--- src/hw/rtl/spcp_pkg.sv ---
// Shared types, constants and helpers for the servo pulse command parser.
// No dependencies.
`timescale 1ns / 1ps

package spcp_pkg;

  localparam int PULSE_W = 15;
  localparam int ACC_W   = 16;
  localparam int CHAR_W  = 8;

  localparam logic [PULSE_W-1:0] PULSE_RESET    = 15'd1551;
  localparam logic [PULSE_W-1:0] PAN_MIN_RESET  = 15'd1500;
  localparam logic [PULSE_W-1:0] PAN_MAX_RESET  = 15'd2300;
  localparam logic [PULSE_W-1:0] TILT_MIN_RESET = 15'd1200;
  localparam logic [PULSE_W-1:0] TILT_MAX_RESET = 15'd1900;

  localparam logic [ACC_W-1:0] ACC_LIMIT = 16'hFFFF;

  localparam logic [CHAR_W-1:0] CHAR_NUL    = 8'h00;
  localparam logic [CHAR_W-1:0] CHAR_COMMA  = 8'h2C;
  localparam logic [CHAR_W-1:0] CHAR_DIGIT0 = 8'h30;
  localparam logic [CHAR_W-1:0] CHAR_DIGIT9 = 8'h39;

  localparam logic [1:0] TOKENS_MAX = 2'd3;
  localparam logic [1:0] TOKEN_PAN  = 2'd1;
  localparam logic [1:0] TOKEN_TILT = 2'd2;

  typedef enum logic [1:0] {
    CFG_PAN_MIN  = 2'd0,
    CFG_PAN_MAX  = 2'd1,
    CFG_TILT_MIN = 2'd2,
    CFG_TILT_MAX = 2'd3
  } cfg_idx_t;

  typedef struct packed {
    logic [PULSE_W-1:0] pan_min;
    logic [PULSE_W-1:0] pan_max;
    logic [PULSE_W-1:0] tilt_min;
    logic [PULSE_W-1:0] tilt_max;
  } limits_t;

  typedef struct packed {
    logic [CHAR_W-1:0] char_byte;
    logic              line_end;
  } char_beat_t;

  typedef struct packed {
    logic [PULSE_W-1:0] pan_pulse;
    logic [PULSE_W-1:0] tilt_pulse;
    logic               applied;
  } result_t;

  // acc * 10 + digit, clamped at ACC_LIMIT
  function automatic logic [ACC_W-1:0] acc_step(input logic [ACC_W-1:0] acc,
                                                input logic [3:0] digit);
    logic [ACC_W+3:0] prod;
    prod = {1'b0, acc, 3'b000} + {3'b000, acc, 1'b0} + {{ACC_W{1'b0}}, digit};
    acc_step = (prod > {4'b0000, ACC_LIMIT}) ? ACC_LIMIT : prod[ACC_W-1:0];
  endfunction

endpackage

--- src/hw/rtl/servo_pulse_command_parser_top.sv ---
// Servo pulse command parser. Takes one character beat per cycle; each beat
// is registered, then parsed against the per-line state in the next cycle.
// A beat marked line_end yields one result beat (pan and tilt pulse widths
// plus an applied flag), loaded into the result register. Sustained rate is
// one character per cycle; input stalls only while a line-end beat is held
// and the result register still holds an untaken beat. Configuration is
// always ready and should be written only while the block is idle.
// Depends on spcp_pkg, spcp_cfg_regs, spcp_in_reg, spcp_parser, spcp_out_reg.
`timescale 1ns / 1ps

module servo_pulse_command_parser_top (
  input  logic                         clk,
  input  logic                         rst_n,
  input  logic                         in_valid,
  output logic                         in_ready,
  input  logic [spcp_pkg::CHAR_W-1:0]  in_char_byte,
  input  logic                         in_line_end,
  output logic                         out_valid,
  input  logic                         out_ready,
  output logic [spcp_pkg::PULSE_W-1:0] out_pan_pulse,
  output logic [spcp_pkg::PULSE_W-1:0] out_tilt_pulse,
  output logic                         out_applied,
  input  logic                         cfg_valid,
  output logic                         cfg_ready,
  input  logic [1:0]                   cfg_index,
  input  logic [spcp_pkg::PULSE_W-1:0] cfg_data
);

  spcp_pkg::limits_t    limits;
  spcp_pkg::char_beat_t in_beat, hold_beat;
  spcp_pkg::result_t    res, out_res;
  logic                 hold_valid, advance, out_free, res_valid;

  assign in_beat.char_byte = in_char_byte;
  assign in_beat.line_end  = in_line_end;

  // a held line-end beat needs room in the result register
  assign advance = hold_valid && (!hold_beat.line_end || out_free);

  spcp_cfg_regs u_cfg (
    .clk       (clk),
    .rst_n     (rst_n),
    .cfg_valid (cfg_valid),
    .cfg_ready (cfg_ready),
    .cfg_index (cfg_index),
    .cfg_data  (cfg_data),
    .limits    (limits)
  );

  spcp_in_reg u_in (
    .clk        (clk),
    .rst_n      (rst_n),
    .in_valid   (in_valid),
    .in_beat    (in_beat),
    .advance    (advance),
    .hold_valid (hold_valid),
    .hold_beat  (hold_beat),
    .in_ready   (in_ready)
  );

  spcp_parser u_parse (
    .clk       (clk),
    .rst_n     (rst_n),
    .fire      (advance),
    .beat      (hold_beat),
    .limits    (limits),
    .res_valid (res_valid),
    .res       (res)
  );

  spcp_out_reg u_out (
    .clk       (clk),
    .rst_n     (rst_n),
    .load      (res_valid),
    .res       (res),
    .free      (out_free),
    .out_valid (out_valid),
    .out_ready (out_ready),
    .out_res   (out_res)
  );

  assign out_pan_pulse  = out_res.pan_pulse;
  assign out_tilt_pulse = out_res.tilt_pulse;
  assign out_applied    = out_res.applied;

endmodule

--- src/hw/rtl/spcp_cfg_regs.sv ---
// Range limit registers written over the configuration channel.
// Depends on spcp_pkg.
`timescale 1ns / 1ps

module spcp_cfg_regs (
  input  logic                          clk,
  input  logic                          rst_n,
  input  logic                          cfg_valid,
  output logic                          cfg_ready,
  input  logic [1:0]                    cfg_index,
  input  logic [spcp_pkg::PULSE_W-1:0]  cfg_data,
  output spcp_pkg::limits_t             limits
);

  spcp_pkg::limits_t lim_r, lim_nxt;

  assign cfg_ready = 1'b1;
  assign limits    = lim_r;

  always_comb begin
    lim_nxt = lim_r;
    if (cfg_valid) begin
      case (spcp_pkg::cfg_idx_t'(cfg_index))
        spcp_pkg::CFG_PAN_MIN:  lim_nxt.pan_min  = cfg_data;
        spcp_pkg::CFG_PAN_MAX:  lim_nxt.pan_max  = cfg_data;
        spcp_pkg::CFG_TILT_MIN: lim_nxt.tilt_min = cfg_data;
        spcp_pkg::CFG_TILT_MAX: lim_nxt.tilt_max = cfg_data;
        default:                lim_nxt = lim_r;
      endcase
    end
  end

  always_ff @(posedge clk) begin
    if (!rst_n) begin
      lim_r.pan_min  <= spcp_pkg::PAN_MIN_RESET;
      lim_r.pan_max  <= spcp_pkg::PAN_MAX_RESET;
      lim_r.tilt_min <= spcp_pkg::TILT_MIN_RESET;
      lim_r.tilt_max <= spcp_pkg::TILT_MAX_RESET;
    end else begin
      lim_r <= lim_nxt;
    end
  end

endmodule

--- src/hw/rtl/spcp_in_reg.sv ---
// Input register for character beats.
// Depends on spcp_pkg.
`timescale 1ns / 1ps

module spcp_in_reg (
  input  logic                 clk,
  input  logic                 rst_n,
  input  logic                 in_valid,
  input  spcp_pkg::char_beat_t in_beat,
  input  logic                 advance,
  output logic                 hold_valid,
  output spcp_pkg::char_beat_t hold_beat,
  output logic                 in_ready
);

  logic                 valid_r, valid_nxt;
  spcp_pkg::char_beat_t beat_r;

  // Free when empty or when the held beat moves on this cycle.
  assign in_ready   = !valid_r || advance;
  assign hold_valid = valid_r;
  assign hold_beat  = beat_r;

  always_comb begin
    valid_nxt = valid_r;
    if (in_ready) begin
      valid_nxt = in_valid;
    end
  end

  always_ff @(posedge clk) begin
    if (!rst_n) begin
      valid_r <= 1'b0;
    end else begin
      valid_r <= valid_nxt;
    end
  end

  always_ff @(posedge clk) begin
    if (in_ready && in_valid) begin
      beat_r <= in_beat;
    end
  end

endmodule

--- src/hw/rtl/spcp_parser.sv ---
// Per-line tokenizer state, pulse width registers and line judgement.
// Depends on spcp_pkg.
`timescale 1ns / 1ps

module spcp_parser (
  input  logic                 clk,
  input  logic                 rst_n,
  input  logic                 fire,
  input  spcp_pkg::char_beat_t beat,
  input  spcp_pkg::limits_t    limits,
  output logic                 res_valid,
  output spcp_pkg::result_t    res
);

  logic [spcp_pkg::PULSE_W-1:0] pan_r, pan_nxt, tilt_r, tilt_nxt;
  logic [spcp_pkg::ACC_W-1:0]   acc1_r, acc1_nxt, acc2_r, acc2_nxt;
  logic                         num1_r, num1_nxt, num2_r, num2_nxt;
  logic [1:0]                   count_r, count_nxt;
  logic                         inside_r, inside_nxt;
  logic                         ended_r, ended_nxt;
  logic                         is_digit;
  logic [3:0]                   digit;
  logic                         ok;
  logic [spcp_pkg::CHAR_W-1:0]  diff;

  assign diff     = beat.char_byte - spcp_pkg::CHAR_DIGIT0;
  assign digit    = diff[3:0];
  assign is_digit = beat.char_byte inside {[spcp_pkg::CHAR_DIGIT0 : spcp_pkg::CHAR_DIGIT9]};

  // Character step
  always_comb begin
    acc1_nxt   = acc1_r;
    acc2_nxt   = acc2_r;
    num1_nxt   = num1_r;
    num2_nxt   = num2_r;
    count_nxt  = count_r;
    inside_nxt = inside_r;
    ended_nxt  = ended_r;
    if (!ended_r) begin
      if (beat.char_byte == spcp_pkg::CHAR_NUL) begin
        ended_nxt  = 1'b1;
        inside_nxt = 1'b0;
      end else if (beat.char_byte == spcp_pkg::CHAR_COMMA) begin
        inside_nxt = 1'b0;
      end else begin
        if (!inside_r) begin
          inside_nxt = 1'b1;
          if (count_r != spcp_pkg::TOKENS_MAX) begin
            count_nxt = count_r + 2'd1;
          end
        end
        if (count_nxt == spcp_pkg::TOKEN_PAN) begin
          if (is_digit) acc1_nxt = spcp_pkg::acc_step(acc1_r, digit);
          else          num1_nxt = 1'b0;
        end else if (count_nxt == spcp_pkg::TOKEN_TILT) begin
          if (is_digit) acc2_nxt = spcp_pkg::acc_step(acc2_r, digit);
          else          num2_nxt = 1'b0;
        end
      end
    end
  end

  // Judgement on the state after the last character
  always_comb begin
    ok = (count_nxt >= spcp_pkg::TOKEN_TILT) && num1_nxt && num2_nxt &&
         (acc1_nxt >= {1'b0, limits.pan_min})  && (acc1_nxt <= {1'b0, limits.pan_max}) &&
         (acc2_nxt >= {1'b0, limits.tilt_min}) && (acc2_nxt <= {1'b0, limits.tilt_max});
    pan_nxt  = pan_r;
    tilt_nxt = tilt_r;
    if (fire && beat.line_end && ok) begin
      pan_nxt  = acc1_nxt[spcp_pkg::PULSE_W-1:0];
      tilt_nxt = acc2_nxt[spcp_pkg::PULSE_W-1:0];
    end
  end

  assign res_valid      = fire && beat.line_end;
  assign res.pan_pulse  = pan_nxt;
  assign res.tilt_pulse = tilt_nxt;
  assign res.applied    = ok;

  always_ff @(posedge clk) begin
    if (!rst_n) begin
      pan_r    <= spcp_pkg::PULSE_RESET;
      tilt_r   <= spcp_pkg::PULSE_RESET;
      acc1_r   <= '0;
      acc2_r   <= '0;
      num1_r   <= 1'b1;
      num2_r   <= 1'b1;
      count_r  <= '0;
      inside_r <= 1'b0;
      ended_r  <= 1'b0;
    end else begin
      pan_r  <= pan_nxt;
      tilt_r <= tilt_nxt;
      if (fire) begin
        if (beat.line_end) begin
          // line judged: back to a fresh line
          acc1_r   <= '0;
          acc2_r   <= '0;
          num1_r   <= 1'b1;
          num2_r   <= 1'b1;
          count_r  <= '0;
          inside_r <= 1'b0;
          ended_r  <= 1'b0;
        end else begin
          acc1_r   <= acc1_nxt;
          acc2_r   <= acc2_nxt;
          num1_r   <= num1_nxt;
          num2_r   <= num2_nxt;
          count_r  <= count_nxt;
          inside_r <= inside_nxt;
          ended_r  <= ended_nxt;
        end
      end
    end
  end

endmodule

--- src/hw/rtl/spcp_out_reg.sv ---
// Result register on the output channel.
// Depends on spcp_pkg.
`timescale 1ns / 1ps

module spcp_out_reg (
  input  logic              clk,
  input  logic              rst_n,
  input  logic              load,
  input  spcp_pkg::result_t res,
  output logic              free,
  output logic              out_valid,
  input  logic              out_ready,
  output spcp_pkg::result_t out_res
);

  logic              valid_r, valid_nxt;
  spcp_pkg::result_t res_r;

  assign free      = !valid_r || out_ready;
  assign out_valid = valid_r;
  assign out_res   = res_r;

  always_comb begin
    valid_nxt = valid_r;
    if (free) begin
      valid_nxt = load;
    end
  end

  always_ff @(posedge clk) begin
    if (!rst_n) begin
      valid_r <= 1'b0;
    end else begin
      valid_r <= valid_nxt;
    end
  end

  always_ff @(posedge clk) begin
    if (free && load) begin
      res_r <= res;
    end
  end

endmodule

--- config.mk ---
export PLATFORM = sky130hd
export DESIGN_NAME = servo_pulse_command_parser_top
export DESIGN_NICKNAME = d
export VERILOG_FILES = /design/src/hw/rtl/spcp_pkg.sv /design/src/hw/rtl/servo_pulse_command_parser_top.sv /design/src/hw/rtl/spcp_cfg_regs.sv /design/src/hw/rtl/spcp_in_reg.sv /design/src/hw/rtl/spcp_parser.sv /design/src/hw/rtl/spcp_out_reg.sv
export SDC_FILE = /design/constraint.sdc
export NUM_CORES = 1
export LEC_CHECK = 0
export BUFFER_PORTS_ARGS = -buffer_cell sky130_fd_sc_hd__buf_2
export CORE_MARGIN = 1.5
export CORE_UTILIZATION = 40
export DETAILED_ROUTE_END_ITERATION = 10
export GPL_ROUTABILITY_DRIVEN = 0
export PLACE_DENSITY = 0.55
export SLEW_MARGIN = 20
export SYNTH_ARGS = -nofsm -noshare
export SYNTH_HDL_FRONTEND = slang
export SYNTH_HIERARCHICAL = 1
export SYNTH_SLANG_ARGS = --single-unit
--- constraint.sdc ---
create_clock -name clk -period 5.62 [get_ports clk]
set_input_delay 0.562 -clock clk [delete_from_list [all_inputs] [get_ports clk]]
set_output_delay 0.562 -clock clk [all_outputs]
set_load 0.01 [all_outputs]
After elaboration in Yosys (flattened, before gate mapping) --
Cells that the tools add are included.
Cells by class: add/subtract/negate cells 6, $mul 0, divide/modulo/power cells 0, order comparisons 9, equality and inequality tests 8, shifts and indexed selects 0, mux-type cells 46, bitwise operators 0, reductions and logical operators 25
Operators with widths (count):
- $mux W16 | 15
- $add A19 B17 Y20 | 2
- $add A20 B4 Y20 | 2
- $gt A20 B16 Y1 const B | 2
- $ge A16 B15 Y1 | 2
- $le A16 B15 Y1 | 2
- $mux W15 | 2
- $mux W1 | 20
- $mux W2 | 9
- $logic_and A1 B1 Y1 | 12
- $reduce_and A2 Y1 | 5
- $eq A8 B6 Y1 const B | 1
- $ge A8 B6 Y1 const B | 1
- $le A8 B6 Y1 const B | 1
- $logic_not A8 Y1 | 1
- $eq A2 B2 Y1 const B | 3
- $eq A2 B1 Y1 const B | 2
- $ne A2 B2 Y1 const B | 2
- $sub A4 B1 Y4 const B | 1
- $logic_not A1 Y1 | 3
- $logic_or A1 B1 Y1 | 3
- $add A2 B1 Y2 const B | 1
- $ge A2 B2 Y1 const B | 1
- $logic_not A2 Y1 | 1
Storage, ports and cells: register bits after elaboration 170, bits in latches 0, bits in writable memories 0, ROM bits 0, input bits 31, output and inout bits 34, word-level logic and storage cells 114, memories kept 0

Longest topological paths before layout --
Gate-level depths: netlist of run 1.
depth in word-level cells 19, mapped depth 24, depth with buffers taken out 21

Modules after synthesis --
Netlist of run 1, hierarchy kept.
Modules (own cells, without submodules):
- spcp_parser | instances 1, cells each 856, area an instance 6875.3 um^2, sequential area each 1361.3 um^2
- spcp_cfg_regs | instances 1, cells each 234, area an instance 2371.0 um^2, sequential area each 1201.2 um^2
- spcp_out_reg | instances 1, cells each 36, area an instance 988.4 um^2, sequential area each 950.9 um^2
- spcp_in_reg | instances 1, cells each 14, area an instance 327.8 um^2, sequential area each 290.3 um^2
- servo_pulse_command_parser_top | instances 1, cells each 2, area an instance 11.3 um^2, sequential area each 0.0 um^2

Worst setup path before layout of run 1 --
Ideal clock, no wire load.
path kind flip-flop to flip-flop, start point register u_in.beat_r, in the netlist u_in/hold_beat[4], end point register u_out.res_r, in the netlist u_out/out_res[14], data pin, library setup time 260 ps, arrival time 5858 ps, data required time 5360 ps, slack -498 ps, stages on the path, launching flop included 22, path buffers 2, period minus slack after synthesis 6118 ps, cells stage by stage edfxtp_1 > fa_1 > fa_1 > a211oi_1 > o21ai_1 > a31oi_1 > a211oi_1 > or4_1 > nor3_1 > buf_2 > a21oi_1 > ha_1 > a21oi_1 > nor2b_1 > o21ai_0 > a221oi_1 > or4b_1 > a2111oi_4 > o211ai_4 > nor3_4 > buf_4 > mux2_2
RTL lines:
- start: declaration | line spcp_in_reg.sv:17 | spcp_pkg::char_beat_t beat_r;
- start signal: assignment | line spcp_in_reg.sv:41 | beat_r <= in_beat;
- end signal: assignment | line spcp_out_reg.sv:40 | res_r <= res;
- end: declaration | line spcp_out_reg.sv:17 | spcp_pkg::result_t res_r;

==> summary.md, run 1 <==
| Metric | Value |
|---|---|
| Status | `complete, but fails checks` |
| Failing checks | `negative setup slack` |
| TritonRoute pass-1 iters | `5` |
| CP dominant cell by count | `fa_2` |
| First-pass GRT wire length | `approximately 46,000 µm` |
| Share of cells above drive strength 1 | `0.268` |
| Post-synth top area share | `0.246` |
| CP arrival | `6.07 ns` |
| Drt total wl | `around 30,000 µm` |
| Worst path cell trace | `fa_2, fa_2, a211oi_4, o21ai_2, a31oi_1, a211oi_2, or4_4, or3_4, o21ba_4, ha_1, a21oi_1, nor2_2, nor3_2, a221oi_2, or4b_4, a2111oi_4, buf_4, o211ai_4, nor3_4, buf_8, mux2_2` |
| Synth Area per Inst | `9.26 µm²` |
| Dpl ws | `-0.578 ns` |
| Met3 Resource Use GR | `0.0380` |
| CP max FO | `11` |
| Setup CP Type | `flop to flop` |
| Power Dens Cells | `~200 mW/mm²` |
| CTS buffer count | `17` |
| Starting density of the core | `0.407` |
| Period minus WS final | `5.88 ns` |
| Num ports | `65` |
| MaxCap Viol Count | `0` |
| Post-synth ARST share | `0` |
| Slowest CP cell | `or4_4` |
| Antenna Violating Nets Remaining | `0` |
| Clk_skew | `about 0.017 ns` |
| Hold endpoint | `u_in/hold_beat[2]` |
| Vias post-DR | `9,030` |
| Largest net degree at the start of global routing | `71` |
| Final nets | `1,486` |
| Setup slack, reg-to-reg | `-0.26 ns` |
| Library cells used by synthesis | `74` |
| Synth area leaders | `dfxtp_1, ha_1, edfxtp_1, mux2i_1, a21oi_1` |
| Core Footprint | `0.0260 mm²` |
| Die ar. | `0.0274 mm²` |
| Total power | `~2.7 mW` |
| Vias per inst | `~5.4` |
| R2R depth | `21` |
| GRT Max-Usage Layer | `met1` |
| Crit start category | `flop` |
| RSZ-0062 raised after global routing | `yes` |
| Syn nets | `1,299` |
| GR Util met1 | `0.339` |
| Area leader, netlist | `dfxtp_1` |
| Grt total ovfl | `0` |
| Slew Limit Fails | `0` |
| Max incr delay on CP | `0.56 ns` |
| Lkg Pwr | `about 6 nW` |
| Reg2reg start | `u_in/hold_beat[4]` |
| Rel. slew slack | `0.208` |
| Yosys warnings | `6` |
| Die Y | `166 µm` |
| Min setup slack post-route | `-0.261 ns` |
| # DRC | `0` |
| Most numerous cell in the Yosys netlist | `dfxtp_1` |
| #FFs+latches synth | `170` |
| Row Count | `59` |
| Tcrit/Tclk final | `1.05` |
| Fmax | `0.170 GHz` |
| Reg-to-reg endpoint | `u_out/out_res[27]` |
| Clk slew on worst S/H paths | `around 0.08 ns` |
| Clock buffer depth | `2` |
| Synthesis-to-finish area growth | `28.3%` |
| Final hold slack | `0.298 ns` |
| CTS Sinks | `170` |
| HP Start | `in_char_byte[1]` |
| Synth Instances | `1,142` |
| Total global-route track usage | `0.223` |
| Max IR drop VDD | `~200 µV` |
| Initial antenna violation count | `0` |
| Top cells by count, synth | `dfxtp_1, ha_1, nand2_1, inv_1, a21oi_1` |
| Critical Path RT | `5.81 ns` |
| Vias in the first global route | `~8.4k` |
| Ys flop type | `dfxtp_1` |
| Final Hold Fails | `0` |
| Placed wire-length estimate | `22,200 µm` |
| Multi-input logic area | `0.00671 mm²` |
| GR met2 Demand/Resource | `0.320` |
| Post-synth EDFFs | `40` |
| CTS Hold Bufs | `0` |
| Worst skew pair latency | `0.44 ns` |
| Die width | `~170 µm` |
| Part of the Yosys area used for sequential elements | `0.360` |
| Mapped Area | `0.0106 mm²` |
| Port bufs | `63` |
| Reg area | `roughly 0.0038 mm²` |
| H-tree depth | `4` |
| CP endpoint kind | `flop` |
| CTS tree | `done` |
| ANT cells | `0` |
| DR iter-0 viols | `between 500 and 600` |
| Endpoints failing setup | `57` |
| Avg WL per Cell | `between 15 and 20 µm` |
| Hold/Removal Path Class | `primary input to flop` |
| Worst slew pin tran | `1.19 ns` |
| Fill count | `roughly 2.4k` |
| Hold Crit Depth | `1` |
| Root Driver | `clkbuf_16` |
sequential cells by signal (all words and copies together) (netlist names), 2 cells and up:
| signal | cells |
|---|---|
| u_parse/acc2_r | 16 |
| u_parse/tilt_r | 15 |
| u_parse/acc1_r | 16 |
| u_out/out_res | 31 |
| u_cfg/limits | 60 |
| u_in/hold_beat | 9 |
| u_parse/pan_r | 15 |
| u_parse/count_r | 2 |
logic make-up after synthesis:
group	Yosys count	share of synthesized area
muxes	80	0.0770
AOI/OAI and AO/OA	296	0.190
adders and majority gates	126	0.152
and+or+nand+nor	299	0.142
DFF	170	0.360
buffers and inverters	143	0.0573
xor gates and xnor gates	27	0.0224
other	1	0.000355
how the worst max path moves through the flow:
stage / startpoint / to / slack [ns] / depth (start not counted)
after floorplan: u_in/hold_beat[4] / u_out/out_res[12] / -0.11 / 20
after global placement: u_in/hold_beat[4] / u_out/out_res[14] / -0.51 / 20
after detailed placement: u_in/hold_beat[4] / u_out/out_res[27] / -0.58 / 20
after CTS: u_in/hold_beat[4] / u_out/out_res[20] / -0.32 / 24
after global routing: u_in/hold_beat[3] / u_out/out_res[8] / -0.51 / 24
final: u_in/hold_beat[4] / u_out/out_res[27] / -0.26 / 21
cell type report:
type,instances,area share
inverters,84,0.0232
clock inverters,13,0.00904
well taps,335,0.0309
repair buffers,227,0.128
clock buffers,19,0.0335
flip-flops and latches,170,0.280
multi-input cells,829,0.495
per-layer routing:
layer | routed length, µm | part of all wire
met5 | 0 | 0
met4 | 374 | 0.012
met3 | 1530 | 0.051
met2 | 12700 | 0.42
met1 | 15400 | 0.51
timing repair:
action                     4_1_cts  5_1_grt
gates resized for setup         38       80
pin swaps                       23       40
gates cloned                     4        2
setup buffers                   13       17
setup endpoints to repair       61       61
cells in the final DEF, fill, tap and decap left out, types with 27 or more instances in the layout:
cell,netlist,final
buf_2,10,62
nor2_1,68,65
dfxtp_1,130,130
o21ai_0,45,36
a21oi_1,80,68
mux2i_1,69,69
buf_4,6,138
inv_1,84,83
nand2_1,103,103
edfxtp_1,40,40
nand4_1,27,27
ha_1,122,108
nor2b_1,36,36
critical path, delay by kind of cell, from the launching register on:
kind,cells,cell delay [ns]
AOI/OAI and AO/OA,9,1.40
adders and majority gates,3,1.16
and+or+nand+nor,6,1.86
DFF,1,0.44
buffers and inverters,2,0.40
muxes,1,0.35
report_power, final:
part | internal (mW) | switching [mW]
logic | 0.103 | 0.153
clock network | 0.614 | 0.553
registers | 1.28 | 0.0200
metrics by stage:
stage | utilization | instance area [µm²] | instances | setup TNS (ns)
after floorplan | - | 10700 | 1142 | -1.35
after global placement | 0.467 | 12100 | 1614 | -22.75
after detailed placement | 0.467 | 12100 | 1614 | -27.01
after CTS | 0.502 | 13000 | 1662 | -12.27
after global routing | 0.522 | 13600 | 1677 | -23.20
final | 0.522 | 13600 | 1677 | -7.67
No activity file was read; power rests on OpenSTA's default activity.
==> inputs of run 2 (changes only) <==
--- a/config.mk
+++ b/config.mk
@@ -7,10 +7,10 @@
 export LEC_CHECK = 0
 export BUFFER_PORTS_ARGS = -buffer_cell sky130_fd_sc_hd__buf_2
 export CORE_MARGIN = 1.5
-export CORE_UTILIZATION = 40
+export CORE_UTILIZATION = 56
 export DETAILED_ROUTE_END_ITERATION = 10
 export GPL_ROUTABILITY_DRIVEN = 0
-export PLACE_DENSITY = 0.55
+export PLACE_DENSITY = 0.73
 export SLEW_MARGIN = 20
 export SYNTH_ARGS = -nofsm -noshare
 export SYNTH_HDL_FRONTEND = slang
==> summary.md, run 2 (same netlist as run 1, synthesis figures left out) <==
| Metric | Value |
|---|---|
| Status | `complete, but fails checks` |
| Failing checks | `negative setup slack` |
| Met3 Resource Use GR | `0.0533` |
| Clk slew on worst S/H paths | `0.07 ns` |
| Hold/Removal Path Class | `primary input to flop` |
| Vias per inst | `~6` |
| Slew Limit Fails | `0` |
| Most common cell after layout, fill and taps aside | `dfxtp_1` |
| Total power | `2.77 mW` |
| Largest net degree at the start of global routing | `82` |
| MaxCap Viol Count | `0` |
| Num ports | `65` |
| TritonRoute pass-1 iters | `5` |
| Rel. slew slack | `0.273` |
| Port bufs | `63` |
| Die Y | `140 µm` |
| Vias in the first global route | `just under 9k` |
| Max IR drop VDD | `215 µV` |
| Period minus WS final | `around 6 ns` |
| Critical Path RT | `between 5 and 6 ns` |
| # DRC | `0` |
| ANT cells | `0` |
| Final Hold Fails | `0` |
| Clock buffer depth | `2` |
| Int Pwr | `2.08 mW` |
| Lkg Pwr | `5.93 nW` |
| Hold Crit Depth | `1` |
| Antenna Violating Nets Remaining | `0` |
| Grt total ovfl | `0` |
| Reg power frac | `0.469` |
| Clk pwr share | `0.441` |
| Max reg flops | `60` |
| Share of cells above drive strength 1 | `0.227` |
| Row Count | `50` |
| Clk_skew | `0.0137 ns` |
| Die ar. | `0.0197 mm²` |
| Setup slack, reg-to-reg | `-0.37 ns` |
| Die width | `between 100 and 150 µm` |
| Drt total wl | `between 20,000 and 30,000 µm` |
| Worst slew pin tran | `roughly 1.1 ns` |
| Gate power share | `0.089` |
| Setup TNS | `-15.89 ns` |
| Worst skew pair latency | `~0.43 ns` |
| CP arrival | `6.16 ns` |
| CP max FO | `5` |
| Crit start category | `flop` |
| Vias post-DR | `between 9k and 10k` |
| HP Start | `in_char_byte[7]` |
| RSZ-0062 raised after global routing | `yes` |
| Total global-route track usage | `0.288` |
| CTS tree | `done` |
| Avg WL per Cell | `18.8 µm` |
| Dpl ws | `-0.440 ns` |
| Core Footprint | `0.0186 mm²` |
| Starting density of the core | `0.569` |
| Power Dens Cells | `around 210 mW/mm²` |
| DR iter-0 viols | `911` |
| CP endpoint kind | `flop` |
| Final instance area | `approximately 0.013 mm²` |
| Placed wire-length estimate | `20,600 µm` |
| GR met2 Demand/Resource | `0.458` |
| Synthesis-to-finish area growth | `22.3%` |
| Final nets | `between 1k and 1.5k` |
| GR Util met1 | `0.400` |
| R2R depth | `22` |
| Endpoints failing setup | `60` |
| Setup CP Type | `flop to flop` |
| Reg-to-reg endpoint | `u_out/out_res[6]` |
| Root Driver | `clkbuf_16` |
| Tcrit/Tclk final | `1.07` |
| Setup crit start | `u_in/hold_beat[4]` |
| Psw | `682 µW` |
| Placed Area | `0.0118 mm²` |
| Min setup slack post-route | `-0.366 ns` |
| First-pass GRT wire length | `44,800 µm` |
| Switching Share | `0.247` |
| Initial antenna violation count | `0` |
| Reg2reg start | `u_in/hold_beat[4]` |
| CTS buffer count | `17` |
| H-tree depth | `4` |
| Hold endpoint | `u_in/hold_beat[8]` |
| GRT Max-Usage Layer | `met2` |
| Fmax | `0.167 GHz` |
| Most frequent cells in the layout | `dfxtp_1, ha_1, buf_4` |
| CTS Sinks | `170` |
==> run 2: cell types whose count changed in the layout (fill, tap and decap cells not counted), sizes merged <==
cell      delta
bufinv       +2
buf         -43
clkinv       +1
inv          -3
clkinvlp     -1
==> run 2: worst max-delay path by stage <==
stage | endpoint | slack, ns | depth (start not counted)
floorplan | u_out/out_res[12] | -0.11 | 20
detailed placement | u_out/out_res[20] | -0.44 | 20
finish | u_out/out_res[6] | -0.37 | 22
global placement | u_out/out_res[14] | -0.37 | 20
CTS | u_out/out_res[20] | -0.20 | 23
global route | u_out/out_res[19] | -0.52 | 23
==> run 2: worst max-delay path, cell delays in order, from the launching register on <==
cell       delay (ns)
edfxtp_1         0.42
buf_6            0.14
fa_2             0.56
ha_1             0.27
a211oi_2         0.25
o211ai_1         0.16
a21boi_2         0.18
nor4_1           0.07
or4_4            0.57
or3_4            0.36
o21ba_4          0.24
ha_4             0.27
a21o_1           0.14
a21oi_2          0.08
o21ai_2          0.18
a41oi_2          0.06
or4b_4           0.57
a2111oi_4        0.31
o211ai_4         0.15
nor3_4           0.20
buf_6            0.16
buf_16           0.12
mux2_4           0.29
==> run 2: stage by stage <==
stage | utilization | hold WS [ns] | cells
final | 0.696 | 0.313 | 1532
after global routing | 0.696 | 0.300 | 1532
after CTS | 0.677 | 0.304 | 1523
after detailed placement | 0.634 | 0.448 | 1482
after global placement | 0.634 | 0.443 | 1482
after floorplan | - | 0.432 | 1142
==> run 2: layer usage <==
layer  vias to the layer above  part of all wire
met2                       332              0.45
met5                         -                 0
li1                       4436                 -
met4                         0             0.021
met3                        46             0.062
met1                      4328              0.46
==> run 2: power by group through the flow <==
stage	sequential, mW	clock (mW)	combinational, mW
global placement	1.32	0	0.222
CTS	1.30	1.24	0.232
global route	1.30	1.29	0.267
detailed placement	1.32	0	0.226
floorplan	1.32	0	0.147
finish	1.30	1.22	0.247
==> run 2: timing repair <==
action	CTS	global route
endpoints found under the setup margin	60	61
gates cloned	2	2
pin swaps	15	6
hold buffers	0	0
gates resized for setup	22	50
buffers inserted	7	8
==> run 2: layout make-up <==
cell class | count | area (µm²)
clock buffer | 20 | 468
clock inverter | 12 | 146
sequential | 170 | 3800
multi-input combinational | 829 | 6550
timing repair buffer | 183 | 1360
fill | 1383 | 5650
inverter | 84 | 315
tap | 234 | 293
